`src/hdl/assert_macros.svh`:
```
// Assertion helpers, included by oaat_back.
`ifndef ASSERT_MACROS_SVH
`define ASSERT_MACROS_SVH

// Concurrent check that is switched off while reset is high.
`define ASSERT_CLK_RST(lbl, clk, rst, prop, msg) \
   lbl: assert property (@(posedge clk) disable iff (rst) prop) else $error(msg);

// Concurrent check that also holds during reset.
`define ASSERT_CLK(lbl, clk, prop, msg) \
   lbl: assert property (@(posedge clk) prop) else $error(msg);

`endif

```
`src/hdl/oaat_pkg.sv`:
```
package oaat_pkg;

   localparam int BYTE_W      = 8;
   localparam int HASH_W      = 32;
   localparam int BUCKET_W    = 16;
   localparam int COUNT_W     = 17;
   localparam int QUEUE_DEPTH = 4;
   localparam int QUEUE_AW    = $clog2(QUEUE_DEPTH);
   localparam int QUEUE_CW    = QUEUE_AW + 1;

   localparam logic [COUNT_W-1:0] BUCKET_COUNT_RESET = COUNT_W'(16);
   localparam logic [COUNT_W-1:0] MAX_BUCKETS        = COUNT_W'(65536);

   // Mixed (not yet finalized) hash of a completed key.
   typedef struct packed {
      logic              valid;
      logic [HASH_W-1:0] hash;
   } hash_entry_type;

endpackage

```
`src/hdl/oaat_front.sv`:
```
module oaat_front (
   input  logic                          clock,
   input  logic                          reset,
   input  logic                          req_tvalid,
   output logic                          req_tready,
   input  logic [oaat_pkg::BYTE_W-1:0]   req_tdata,
   input  logic                          req_tlast,
   input  logic                          queue_full,
   output oaat_pkg::hash_entry_type      push
);

   logic [oaat_pkg::HASH_W-1:0] run_hash_ff;
   logic [oaat_pkg::HASH_W-1:0] run_hash_in;
   logic [oaat_pkg::HASH_W-1:0] mixed;
   logic [oaat_pkg::HASH_W-1:0] sum_byte;
   logic [oaat_pkg::HASH_W-1:0] sum_shift;
   logic                        accept;

   assign req_tready = !queue_full;
   assign accept     = req_tvalid && req_tready;

   always_comb begin
      sum_byte  = run_hash_ff + oaat_pkg::HASH_W'(req_tdata);
      sum_shift = sum_byte + (sum_byte << 10);
      mixed     = sum_shift ^ (sum_shift >> 6);
   end

   always_comb begin
      run_hash_in = run_hash_ff;
      push.valid  = 1'b0;
      push.hash   = mixed;
      if (accept) begin
         if (req_tlast) begin
            // The key is complete: hand it to the back end and start afresh.
            push.valid  = 1'b1;
            run_hash_in = '0;
         end else begin
            run_hash_in = mixed;
         end
      end
   end

   always_ff @(posedge clock) begin
      if (reset) begin
         run_hash_ff <= '0;
      end else begin
         run_hash_ff <= run_hash_in;
      end
   end

endmodule

```
`src/hdl/oaat_queue.sv`:
```
module oaat_queue (
   input  logic                     clock,
   input  logic                     reset,
   input  oaat_pkg::hash_entry_type push,
   input  logic                     pop,
   output oaat_pkg::hash_entry_type head,
   output logic                     full
);

   logic [oaat_pkg::HASH_W-1:0]   store_ff [oaat_pkg::QUEUE_DEPTH];
   logic [oaat_pkg::QUEUE_AW-1:0] wr_ptr_ff;
   logic [oaat_pkg::QUEUE_AW-1:0] wr_ptr_in;
   logic [oaat_pkg::QUEUE_AW-1:0] rd_ptr_ff;
   logic [oaat_pkg::QUEUE_AW-1:0] rd_ptr_in;
   logic [oaat_pkg::QUEUE_CW-1:0] count_ff;
   logic [oaat_pkg::QUEUE_CW-1:0] count_in;
   logic                          do_push;
   logic                          do_pop;

   assign full       = (count_ff == oaat_pkg::QUEUE_CW'(oaat_pkg::QUEUE_DEPTH));
   assign head.valid = (count_ff != '0);
   assign head.hash  = store_ff[rd_ptr_ff];
   assign do_push    = push.valid && !full;
   assign do_pop     = pop && head.valid;

   always_comb begin
      wr_ptr_in = do_push ? wr_ptr_ff + 1'b1 : wr_ptr_ff;
      rd_ptr_in = do_pop ? rd_ptr_ff + 1'b1 : rd_ptr_ff;
      count_in  = count_ff;
      if (do_push && !do_pop) begin
         count_in = count_ff + 1'b1;
      end else if (do_pop && !do_push) begin
         count_in = count_ff - 1'b1;
      end
   end

   always_ff @(posedge clock) begin
      if (do_push) begin
         store_ff[wr_ptr_ff] <= push.hash;
      end
   end

   always_ff @(posedge clock) begin
      if (reset) begin
         wr_ptr_ff <= '0;
         rd_ptr_ff <= '0;
         count_ff  <= '0;
      end else begin
         wr_ptr_ff <= wr_ptr_in;
         rd_ptr_ff <= rd_ptr_in;
         count_ff  <= count_in;
      end
   end

endmodule

```
`src/hdl/oaat_back.sv`:
```
`include "assert_macros.svh"

module oaat_back (
   input  logic                          clock,
   input  logic                          reset,
   input  logic [oaat_pkg::COUNT_W-1:0]  bucket_count,
   input  oaat_pkg::hash_entry_type      head,
   output logic                          pop,
   output logic                          rsp_tvalid,
   input  logic                          rsp_tready,
   output logic [oaat_pkg::HASH_W-1:0]   rsp_hash,
   output logic [oaat_pkg::BUCKET_W-1:0] rsp_bucket
);

   localparam int STATE_W = 3;
   localparam int STEP_W  = $clog2(oaat_pkg::HASH_W);

   localparam logic [STATE_W-1:0] ST_IDLE = 3'd0;
   localparam logic [STATE_W-1:0] ST_FIN1 = 3'd1;
   localparam logic [STATE_W-1:0] ST_FIN2 = 3'd2;
   localparam logic [STATE_W-1:0] ST_FIN3 = 3'd3;
   localparam logic [STATE_W-1:0] ST_DIV  = 3'd4;
   localparam logic [STATE_W-1:0] ST_DONE = 3'd5;

   logic [STATE_W-1:0]            state_ff,      state_in;
   logic [oaat_pkg::HASH_W-1:0]   hash_ff,       hash_in;
   logic [oaat_pkg::HASH_W-1:0]   quo_ff,        quo_in;
   logic [oaat_pkg::COUNT_W-1:0]  rem_ff,        rem_in;
   logic [oaat_pkg::COUNT_W-1:0]  div_ff,        div_in;
   logic [STEP_W-1:0]             step_ff,       step_in;
   logic                          rsp_valid_ff,  rsp_valid_in;
   logic [oaat_pkg::HASH_W-1:0]   rsp_hash_ff,   rsp_hash_in;
   logic [oaat_pkg::BUCKET_W-1:0] rsp_bucket_ff, rsp_bucket_in;
   logic [oaat_pkg::HASH_W-1:0]   fin_hash;
   logic [oaat_pkg::COUNT_W:0]    trial;
   logic [oaat_pkg::COUNT_W-1:0]  eff_count;

   assign rsp_tvalid = rsp_valid_ff;
   assign rsp_hash   = rsp_hash_ff;
   assign rsp_bucket = rsp_bucket_ff;

   // A count of zero acts as one, and counts beyond the table size saturate.
   always_comb begin
      eff_count = bucket_count;
      if (bucket_count == '0) begin
         eff_count = oaat_pkg::COUNT_W'(1);
      end else if (bucket_count > oaat_pkg::MAX_BUCKETS) begin
         eff_count = oaat_pkg::MAX_BUCKETS;
      end
   end

   assign fin_hash = hash_ff + (hash_ff << 15);
   assign trial    = {rem_ff, quo_ff[oaat_pkg::HASH_W-1]};

   always_comb begin
      state_in      = state_ff;
      hash_in       = hash_ff;
      quo_in        = quo_ff;
      rem_in        = rem_ff;
      div_in        = div_ff;
      step_in       = step_ff;
      rsp_valid_in  = rsp_valid_ff;
      rsp_hash_in   = rsp_hash_ff;
      rsp_bucket_in = rsp_bucket_ff;
      pop           = 1'b0;
      if (rsp_valid_ff && rsp_tready) begin
         rsp_valid_in = 1'b0;
      end
      unique case (state_ff)
         ST_IDLE: begin
            if (head.valid) begin
               pop      = 1'b1;
               hash_in  = head.hash;
               state_in = ST_FIN1;
            end
         end
         ST_FIN1: begin
            hash_in  = hash_ff + (hash_ff << 3);
            state_in = ST_FIN2;
         end
         ST_FIN2: begin
            hash_in  = hash_ff ^ (hash_ff >> 11);
            state_in = ST_FIN3;
         end
         ST_FIN3: begin
            hash_in  = fin_hash;
            quo_in   = fin_hash;
            rem_in   = '0;
            div_in   = eff_count;
            step_in  = '0;
            state_in = ST_DIV;
         end
         ST_DIV: begin
            // Restoring division, one dividend bit per cycle; only the
            // remainder is kept.
            if (trial >= {1'b0, div_ff}) begin
               rem_in = oaat_pkg::COUNT_W'(trial - {1'b0, div_ff});
            end else begin
               rem_in = trial[oaat_pkg::COUNT_W-1:0];
            end
            quo_in  = quo_ff << 1;
            step_in = step_ff + 1'b1;
            if (step_ff == STEP_W'(oaat_pkg::HASH_W - 1)) begin
               state_in = ST_DONE;
            end
         end
         ST_DONE: begin
            if (!rsp_valid_ff || rsp_tready) begin
               rsp_valid_in  = 1'b1;
               rsp_hash_in   = hash_ff;
               rsp_bucket_in = rem_ff[oaat_pkg::BUCKET_W-1:0];
               state_in      = ST_IDLE;
            end
         end
         default: begin
            state_in = ST_IDLE;
         end
      endcase
   end

   always_ff @(posedge clock) begin
      hash_ff       <= hash_in;
      quo_ff        <= quo_in;
      rem_ff        <= rem_in;
      div_ff        <= div_in;
      rsp_hash_ff   <= rsp_hash_in;
      rsp_bucket_ff <= rsp_bucket_in;
   end

   always_ff @(posedge clock) begin
      if (reset) begin
         state_ff     <= ST_IDLE;
         step_ff      <= '0;
         rsp_valid_ff <= 1'b0;
      end else begin
         state_ff     <= state_in;
         step_ff      <= step_in;
         rsp_valid_ff <= rsp_valid_in;
      end
   end

   `ASSERT_CLK_RST(a_rem_below_div, clock, reset, (state_ff == ST_DIV) |-> (rem_ff < div_ff), "remainder reached the divisor")
   `ASSERT_CLK_RST(a_rsp_from_done, clock, reset, $rose(rsp_valid_ff) |-> ($past(state_ff) == ST_DONE), "result raised outside the done state")
   `ASSERT_CLK_RST(a_done_delivers, clock, reset, ((state_ff == ST_DONE) && (!rsp_valid_ff || rsp_tready)) |=> (rsp_valid_ff && (state_ff == ST_IDLE)), "finished result was not loaded")

endmodule

```
`src/hdl/one_at_a_time_hash_bucket_unit.sv`:
```
// One-at-a-time hash with bucket index.
// Key bytes are taken one per cycle while the four-entry key queue has room.
// After its last byte a key is popped, passes the finalize states FIN1 to
// FIN3 and a bit-serial remainder over all 32 hash bits, and is loaded once
// any held result is taken; the next key is popped only after that load.
// Synchronous reset clears the running hash, queue and result valid, and
// sets the bucket count to 16.
module one_at_a_time_hash_bucket_unit (
   input  logic                          clock,
   input  logic                          reset,
   input  logic                          req_tvalid,
   output logic                          req_tready,
   input  logic [7:0]                    req_tdata,   // [7:0] key_byte
   input  logic                          req_tlast,   // last_byte
   output logic                          rsp_tvalid,
   input  logic                          rsp_tready,
   output logic [47:0]                   rsp_tdata,   // [31:0] hash_value, [47:32] bucket_index
   input  logic                          csr_valid,
   output logic                          csr_ready,
   input  logic [oaat_pkg::COUNT_W-1:0]  csr_data     // bucket_count
);

   logic [oaat_pkg::COUNT_W-1:0]  bucket_count_ff;
   logic [oaat_pkg::COUNT_W-1:0]  bucket_count_in;
   oaat_pkg::hash_entry_type      push;
   oaat_pkg::hash_entry_type      head;
   logic                          queue_full;
   logic                          pop;
   logic [oaat_pkg::HASH_W-1:0]   rsp_hash;
   logic [oaat_pkg::BUCKET_W-1:0] rsp_bucket;

   assign csr_ready       = 1'b1;
   assign bucket_count_in = (csr_valid && csr_ready) ? csr_data : bucket_count_ff;
   assign rsp_tdata       = {rsp_bucket, rsp_hash};

   always_ff @(posedge clock) begin
      if (reset) begin
         bucket_count_ff <= oaat_pkg::BUCKET_COUNT_RESET;
      end else begin
         bucket_count_ff <= bucket_count_in;
      end
   end

   oaat_front u_front (
      .clock      (clock),
      .reset      (reset),
      .req_tvalid (req_tvalid),
      .req_tready (req_tready),
      .req_tdata  (req_tdata),
      .req_tlast  (req_tlast),
      .queue_full (queue_full),
      .push       (push)
   );

   oaat_queue u_queue (
      .clock (clock),
      .reset (reset),
      .push  (push),
      .pop   (pop),
      .head  (head),
      .full  (queue_full)
   );

   oaat_back u_back (
      .clock        (clock),
      .reset        (reset),
      .bucket_count (bucket_count_ff),
      .head         (head),
      .pop          (pop),
      .rsp_tvalid   (rsp_tvalid),
      .rsp_tready   (rsp_tready),
      .rsp_hash     (rsp_hash),
      .rsp_bucket   (rsp_bucket)
   );

endmodule

```
`config.mk`:
```
export PLATFORM = sky130hd
export DESIGN_NAME = one_at_a_time_hash_bucket_unit
export DESIGN_NICKNAME = d
export VERILOG_FILES = /design/src/hdl/oaat_pkg.sv /design/src/hdl/oaat_front.sv /design/src/hdl/oaat_queue.sv /design/src/hdl/oaat_back.sv /design/src/hdl/one_at_a_time_hash_bucket_unit.sv
export VERILOG_INCLUDE_DIRS = /design/src /design/src/hdl
export SDC_FILE = /design/constraint.sdc
export NUM_CORES = 1
export LEC_CHECK = 0
export BUFFER_PORTS_ARGS = -buffer_cell sky130_fd_sc_hd__clkbuf_2
export CAP_MARGIN = 20
export CORE_UTILIZATION = 45
export DETAILED_ROUTE_END_ITERATION = 8
export SKIP_LAST_GASP = 1
export SLEW_MARGIN = 15
export SYNTH_ARGS = -nofsm -noshare
export SYNTH_HDL_FRONTEND = slang
export SYNTH_SLANG_ARGS = --single-unit
export TNS_END_PERCENT = 50
```
`constraint.sdc`:
```
create_clock -name clock -period 6.8 [get_ports clock]
set_clock_uncertainty 0.1 [all_clocks]
set_input_delay 0.68 -clock clock [delete_from_list [all_inputs] [get_ports clock]]
set_output_delay 0.68 -clock clock [all_outputs]
set_load 0.005 [all_outputs]
```
==> results.json, run 1 <==
{
  "die_area_mm2": 0.0412,
  "grt_usage_pct": 21.9,
  "fin_crit_sh_pct": 86.0,
  "clk_pin_slew_ns": 0.06,
  "setup_tns_ns": 0,
  "worst_pin_slew_ns": 0.996,
  "pwr-share-comb_pct": 49.1,
  "p_sw_mw": 4.80,
  "min_to": "bucket_count_ff[4]",
  "area_growth_pct": 12.3,
  "cp-end-kind": "flop",
  "fp.coreArea_mm2": 0.0398,
  "cp-start-kind": "flop",
  "critPathBufInv": 1,
  "max_stage_delay_ns": 0.42,
  "max_cap_violations": 0,
  "synth-seq-cells": 341,
  "crit_cells": 25,
  "grt_max_degree": 63,
  "ctsHoldBuffers": 0,
  "rrSetupSlack_ns": 0.95,
  "numCtsBuffers": 38,
  "die_w_um": 203,
  "routed-via-count": 12371,
  "std_cell_rows": 73,
  "crit_slowest_cell": "fa_1",
  "mappedNetlistArea_mm2": 0.0182,
  "ys_async_sr_fraction_pct": 0,
  "grt-ovfl-total": 0,
  "hpwl_um": 31700,
  "wirelength_um": 44600,
  "cts_buffer_depth": 3,
  "critPathArrivalTime_ns": 6.21,
  "place_congestion": 0.938,
  "relSlewSlack_pct": 33.6,
  "syn_nets": 1701,
  "status": "finished clean",
  "drt_iter0_markers": 774,
  "crit_family": "compound AO/OA/AOI/OAI gates",
  "hp-start": "csr_data[4]",
  "synth_edf_count": 274,
  "ios": 82,
  "cts_tree": "built",
  "r2r_end": "u_front.run_hash_ff[22]",
  "initial_core_util_pct": 45.7,
  "pwr-share-clk_pct": 17.5,
  "p_sw_share_pct": 41.8,
  "slew_viol_final": 0,
  "yosys_warnings": 0,
  "viasPerCell": 5.60,
  "p_int_mw": 6.69,
  "dr_wl_met3_um": 2010,
  "worstSetupPathType": "flop to flop",
  "grt_pass1_wl_um": 69800,
  "power.density_mw_per_mm2": 562,
  "drc": 0,
  "drt_first_pass_iters": 9,
  "rsz0062_at_grt": "no",
  "met1_length_um": 20800,
  "r2r_cells": 25,
  "fin_nets": 1790,
  "netlist_instances": 1566,
  "die_y_um": 203,
  "postCtsSetupBuffers": 0,
  "grt_pass1_vias": 12100,
  "ant_nets": 0,
  "clock_sinks": 341,
  "synth_seq_area_share_pct": 52.6,
  "crit_required_ns": 7.16,
  "n_antenna_cell": 0,
  "fmax_mhz": 171,
  "crit_top_cell": "a21oi_1",
  "finalSetupViolCount": 0,
  "worstHoldPathCells": 3,
  "synthFlopType": "edfxtp_1",
  "placed_cells": 2139,
  "io_buffers": 80,
  "synth_cell_types": 79,
  "avgSynthCellArea_um2": 11.6,
  "hold_path_class": "input port to flop",
  "wire_per_inst_um": 20.2,
  "ctsHtreeMaxLevel": 2,
  "antenna_found_initial": 0,
  "p_leak_nw": 8.00,
  "clkLatencyLatePin_ns": 0.53,
  "r2r-start": "u_front.run_hash_ff[0]",
  "ctsRootBufferMaster": "clkbuf_16",
  "routed.top_layer": "met4",
  "min_period_ns": 5.85,
  "finalHoldViolCount": 0,
  "layout-drive-gt1-share_pct": 13.3,
  "worstPathMaxFanout": 5,
  "final_cells": 2208,
  "route.met2.wl_um": 20600,
  "ir_worst_vdd_mv": 0.298,
  "postCtsResizedCells": 0,
  "power_frac_seq_pct": 33.4
}
Yosys cell counts (all sizes together), types with 31 or more instances:
library cell	n	area, um^2
edfxtp	274	8230
nand2	160	601
nor2	125	469
ha	98	1230
xnor2	86	753
a21oi	71	355
dfxtp	67	1340
o21ai	62	314
inv	61	229
xor2	61	534
a21o	40	300
a22oi	40	300
clkbuf	35	131
nand3	33	165
mux4	32	721
mux2i	31	310
registers in the layout (all words and copies together), names as in the netlist, named ones only:
signal and count:
u_queue.rd_ptr_ff 2, u_queue.store_ff 128, u_back.hash_ff 32, u_queue.wr_ptr_ff 2
u_back.step_ff 5, u_back.rsp_bucket 16, u_back.div_ff 17, u_back.rsp_tvalid 1
u_back.rsp_hash 32, u_back.state_ff 3, u_front.run_hash_ff 32, u_back.rem_ff 17
u_back.quo_ff 32, bucket_count_ff 17, u_queue.count_ff 3
final cells by class:
type | count | area (um^2)
tap | 525 | 657
clock buffer | 47 | 1050
fill | 3557 | 19400
clock inverter | 21 | 175
multi-input combinational | 1110 | 8170
timing repair buffer | 103 | 573
sequential | 341 | 9570
inverter | 61 | 229
per-layer routing:
| metal | up-vias | GRT usage, % |
|---|---|---|
| li1 | 5981 | - |
| met1 | 5982 | 30.5 |
| met2 | 335 | 35.7 |
| met3 | 73 | 2.71 |
| met4 | 0 | 6.66 |
| met5 | - | 0 |
placed cells by master (no fill, tap or decap), types with 7 or more instances in the layout:
master / n
a21o_1: 40
a21oi_1: 71
a22oi_1: 40
a31oi_1: 8
and2_1: 23
and3_1: 12
buf_4: 23
clkbuf_16: 40
clkbuf_2: 80
clkinv_2: 9
dfxtp_1: 66
edfxtp_1: 274
ha_1: 98
inv_1: 60
mux2i_1: 31
mux4_2: 32
nand2_1: 160
nand2b_1: 13
nand3_1: 33
nand4_1: 10
nor2_1: 123
nor2b_1: 16
nor3_1: 21
nor3b_1: 7
nor4_1: 14
o211ai_1: 9
o21a_1: 13
o21ai_0: 61
o21bai_1: 13
o221ai_1: 13
or3_1: 8
xnor2_1: 86
xor2_1: 61
worst reg2reg max path, cell delays in order (launching register included):
cell       delay, ns
dfxtp_1         0.32
ha_1            0.22
fa_1            0.42
a21o_1          0.18
a21oi_1         0.22
o21bai_1        0.10
a21oi_1         0.23
o21bai_1        0.10
a21oi_1         0.29
nor2b_1         0.16
nand2_1         0.11
xnor2_1         0.09
ha_1            0.24
fa_1            0.41
a21o_1          0.20
a21oi_1         0.22
nor2b_1         0.08
o31a_1          0.29
o311a_1         0.32
a2111oi_0       0.42
buf_4           0.19
o21bai_1        0.08
xor2_1          0.26
xor2_1          0.33
a22oi_1         0.11
nor2_1          0.10
power by group through the flow:
stage | registers, mW | logic, mW | clock network, mW
after floorplan | 3.62 | 4.13 | 0
after global placement | 3.86 | 5.44 | 0
after detailed placement | 3.88 | 5.54 | 0
after CTS | 3.83 | 5.59 | 2.06
after global routing | 3.88 | 6.21 | 2.13
final | 3.84 | 5.64 | 2.01
worst max path at each step:
stage                                      start                      end  slack, ns
final                     u_front.run_hash_ff[0]  u_front.run_hash_ff[22]       0.95
after global routing      u_front.run_hash_ff[0]  u_front.run_hash_ff[22]       0.48
after CTS                 u_front.run_hash_ff[0]  u_front.run_hash_ff[22]       0.97
after detailed placement            req_tdata[0]  u_front.run_hash_ff[22]       0.53
after global placement              req_tdata[0]  u_front.run_hash_ff[24]       0.65
after floorplan                     req_tdata[0]  u_front.run_hash_ff[22]       1.10
cells by family (layout without fill, tap and decap cells):
| logic type | Yosys count | in the layout | synth area share (%) |
|---|---|---|---|
| compound gates | 322 | 322 | 12.1 |
| xor+xnor | 148 | 148 | 7.20 |
| fa+ha+maj | 106 | 106 | 7.51 |
| buf+inv | 115 | 232 | 2.48 |
| flops | 341 | 341 | 52.6 |
| mux | 68 | 68 | 5.98 |
| other cells | 1 | 1 | 0.0206 |
| simple gates | 465 | 465 | 12.1 |
stage by stage:
stage	setup slack [ns]	utilization [%]	cell area [um^2]	hold slack [ns]	total power [mW]
floorplan	1.10	-	18200	0.324	7.75
global placement	0.652	48.2	19200	0.355	9.30
detailed placement	0.534	48.2	19200	0.370	9.42
CTS	0.972	51.3	20400	0.252	11.5
global route	0.476	51.3	20400	0.268	12.2
finish	0.949	51.3	20400	0.278	11.5
(Power assumes the default switching activity.)
==> run 2, diff against run 1 <==
==> constraint.sdc (replaced) <==
create_clock -name clock -period 5.81 [get_ports clock]
set_clock_uncertainty 0.1 [all_clocks]
set_input_delay 0.581 -clock clock [delete_from_list [all_inputs] [get_ports clock]]
set_output_delay 0.581 -clock clock [all_outputs]
set_load 0.005 [all_outputs]
==> run 2 against run 1 <==
Compared with the run above:
- sequential share of layout area fell by 0.42 points
- setup slack got worse by 0.59 ns
- die area did not move
- register-to-register slack got worse by 0.59 ns
- critical path depth fell by 1
- wire length fell by 0.68%
- non-clock buffer count rose by 20
- cell count rose by 1.0%
- core utilization rose by 0.46 points
- global-route usage barely moved
- clock power rose by 18%
- largest cell class unchanged
==> results.json, run 2 (synthesized netlist as in run 1, its figures left out) <==
{
  "fmax_mhz": 183,
  "fin_nets": 1811,
  "io_buffers": 80,
  "die_y_um": 203,
  "worstPathMaxFanout": 4,
  "worst_pin_slew_ns": 0.918,
  "std_cell_rows": 73,
  "cts_buffer_depth": 3,
  "drc": 0,
  "critPathArrivalTime_ns": 5.64,
  "cp-start-kind": "flop",
  "path_cells": "ha_1 > fa_1 > a21o_1 > a21oi_1 > o21bai_1 > a21oi_2 > o21bai_1 > a21oi_1 > nor2b_1 > nand2_1 > xnor2_1 > ha_1 > fa_1 > a21o_1 > a21oi_2 > nor2b_1 > o31a_1 > o311a_1 > a2111oi_1 > buf_4 > o21bai_1 > xor2_1 > xor2_1 > buf_4",
  "hpwl_um": 31600,
  "crit_slowest_cell": "a2111oi_1",
  "max_cap_violations": 0,
  "setup_tns_ns": 0,
  "wire_per_inst_um": 19.8,
  "pre_cts_ws_ns": -0.124,
  "grt_usage_pct": 21.9,
  "power_frac_seq_pct": 33.0,
  "grt_max_degree": 64,
  "final_cell_mix": "edfxtp_1, nand2_1, nor2_1",
  "layout-drive-gt1-share_pct": 14.1,
  "r2r-start": "u_front.run_hash_ff[0]",
  "place_area_mm2": 0.0193,
  "finalHoldViolCount": 0,
  "slew_viol_final": 0,
  "fin_crit_sh_pct": 93.8,
  "ant_nets": 0,
  "worst_slack_ns": 0.359,
  "p_int_mw": 8.00,
  "clkLatencyLatePin_ns": 0.54,
  "crit_required_ns": 6.00,
  "die_w_um": 203,
  "ctsHtreeMaxLevel": 2,
  "layout_commonest_cell": "edfxtp_1",
  "wirelength_um": 44300,
  "p_sw_mw": 5.59,
  "worstSetupPathType": "flop to flop",
  "initial_core_util_pct": 45.7,
  "stdcell_area_mm2": 0.0206,
  "ctsHoldBuffers": 0,
  "status": "finished clean",
  "crit_top_cell": "o21bai_1",
  "min_period_ns": 5.45,
  "p_leak_nw": 8.11,
  "numCtsBuffers": 39,
  "pwr-share-clk_pct": 17.4,
  "fillCellCount": 3597,
  "relSlewSlack_pct": 38.7,
  "largest_reg_flops": 128,
  "grt_pass1_vias": 12413,
  "viasPerCell": 5.60,
  "drt_iter0_markers": 924,
  "clk_pin_slew_ns": 0.06,
  "critPathLaunch": "u_front.run_hash_ff[0]",
  "grt_pass1_wl_um": 69700,
  "area_growth_pct": 13.3,
  "largest-register": "u_queue.store_ff",
  "holdWs_ns": 0.181,
  "fp.coreArea_mm2": 0.0398,
  "ctsRootBufferMaster": "clkbuf_16",
  "power.density_mw_per_mm2": 659,
  "cts_tree": "built",
  "p_sw_share_pct": 41.1,
  "hold_path_class": "input port to flop",
  "clock_sinks": 341,
  "max_stage_delay_ns": 0.45,
  "place_congestion": 0.932,
  "p_total_mw": 13.6,
  "finalSetupViolCount": 0,
  "cp-end-kind": "flop",
  "die_area_mm2": 0.0412,
  "hp-start": "csr_data[11]",
  "antenna_found_initial": 0,
  "n_antenna_cell": 0,
  "grt-ovfl-total": 0,
  "routed-via-count": 12495,
  "pwr-share-comb_pct": 49.5,
  "ios": 82,
  "drt_first_pass_iters": 5,
  "ir_worst_vdd_mv": 0.389
}
run 2: cell types whose count changed in the layout (fill, tap and decap cells not counted), sizes merged:
cell,change
inv,+1
clkinvlp,-2
buf,+20
clkbuf,+3
bufinv,+1
clkinv,-1
run 2: critical path, delay by kind of cell, from the launching register on:
kind                       cells  cell delay, ns
and+or+nand+nor                3            0.24
DFF                            1            0.32
buffers and inverters          2            0.36
xor gates and xnor gates       3            0.47
adders and majority gates      4            1.27
AOI/OAI and AO/OA             12            2.44
run 2: final timing paths:
kind              slack (ns)  cells past startpoint                      end
setup reg to reg        0.36                     24  u_queue.store_ff[1][22]
hold / removal          0.18                      3      bucket_count_ff[11]
setup / recovery        0.36                     24  u_queue.store_ff[1][22]
hold reg to reg         0.39                      1        u_back.step_ff[3]
run 2: power groups by stage:
stage / sequential [mW] / clock [mW] / combinational [mW]
2_1_floorplan: 4.24 / 0 / 4.83
3_3_place_gp: 4.52 / 0 / 6.49
3_5_place_dp: 4.54 / 0 / 6.60
4_1_cts: 4.49 / 2.43 / 6.65
5_1_grt: 4.54 / 2.52 / 7.40
6_report: 4.49 / 2.37 / 6.73
run 2: cell type report:
cell class / count / area (um^2) / area share (%)
Inverter: 61 / 229 / 1.11
Tap cell: 525 / 657 / 3.19
Clock inverter: 20 / 191 / 0.929
Timing Repair Buffer: 123 / 739 / 3.59
Clock buffer: 50 / 1040 / 5.04
Multi-Input combinational cell: 1110 / 8180 / 39.7
Sequential cell: 341 / 9570 / 46.4
run 2: stage by stage:
stage	instances	utilization, %
after floorplan	1566	-
after global routing	2230	51.7
after CTS	2227	51.7
after detailed placement	2157	48.6
final	2230	51.7
after global placement	2156	48.5
run 2: per-layer routing:
layer | track usage (%) | wire length (um)
met1 | 30.3 | 20500
met2 | 35.7 | 20800
met3 | 3.40 | 2030
met4 | 6.18 | 944
met5 | 0 | 0
run 2: repair_timing:
item,4_1_cts,5_1_grt
buffers inserted,0,2
resized for setup,0,3
endpoints found under the setup margin,0,35
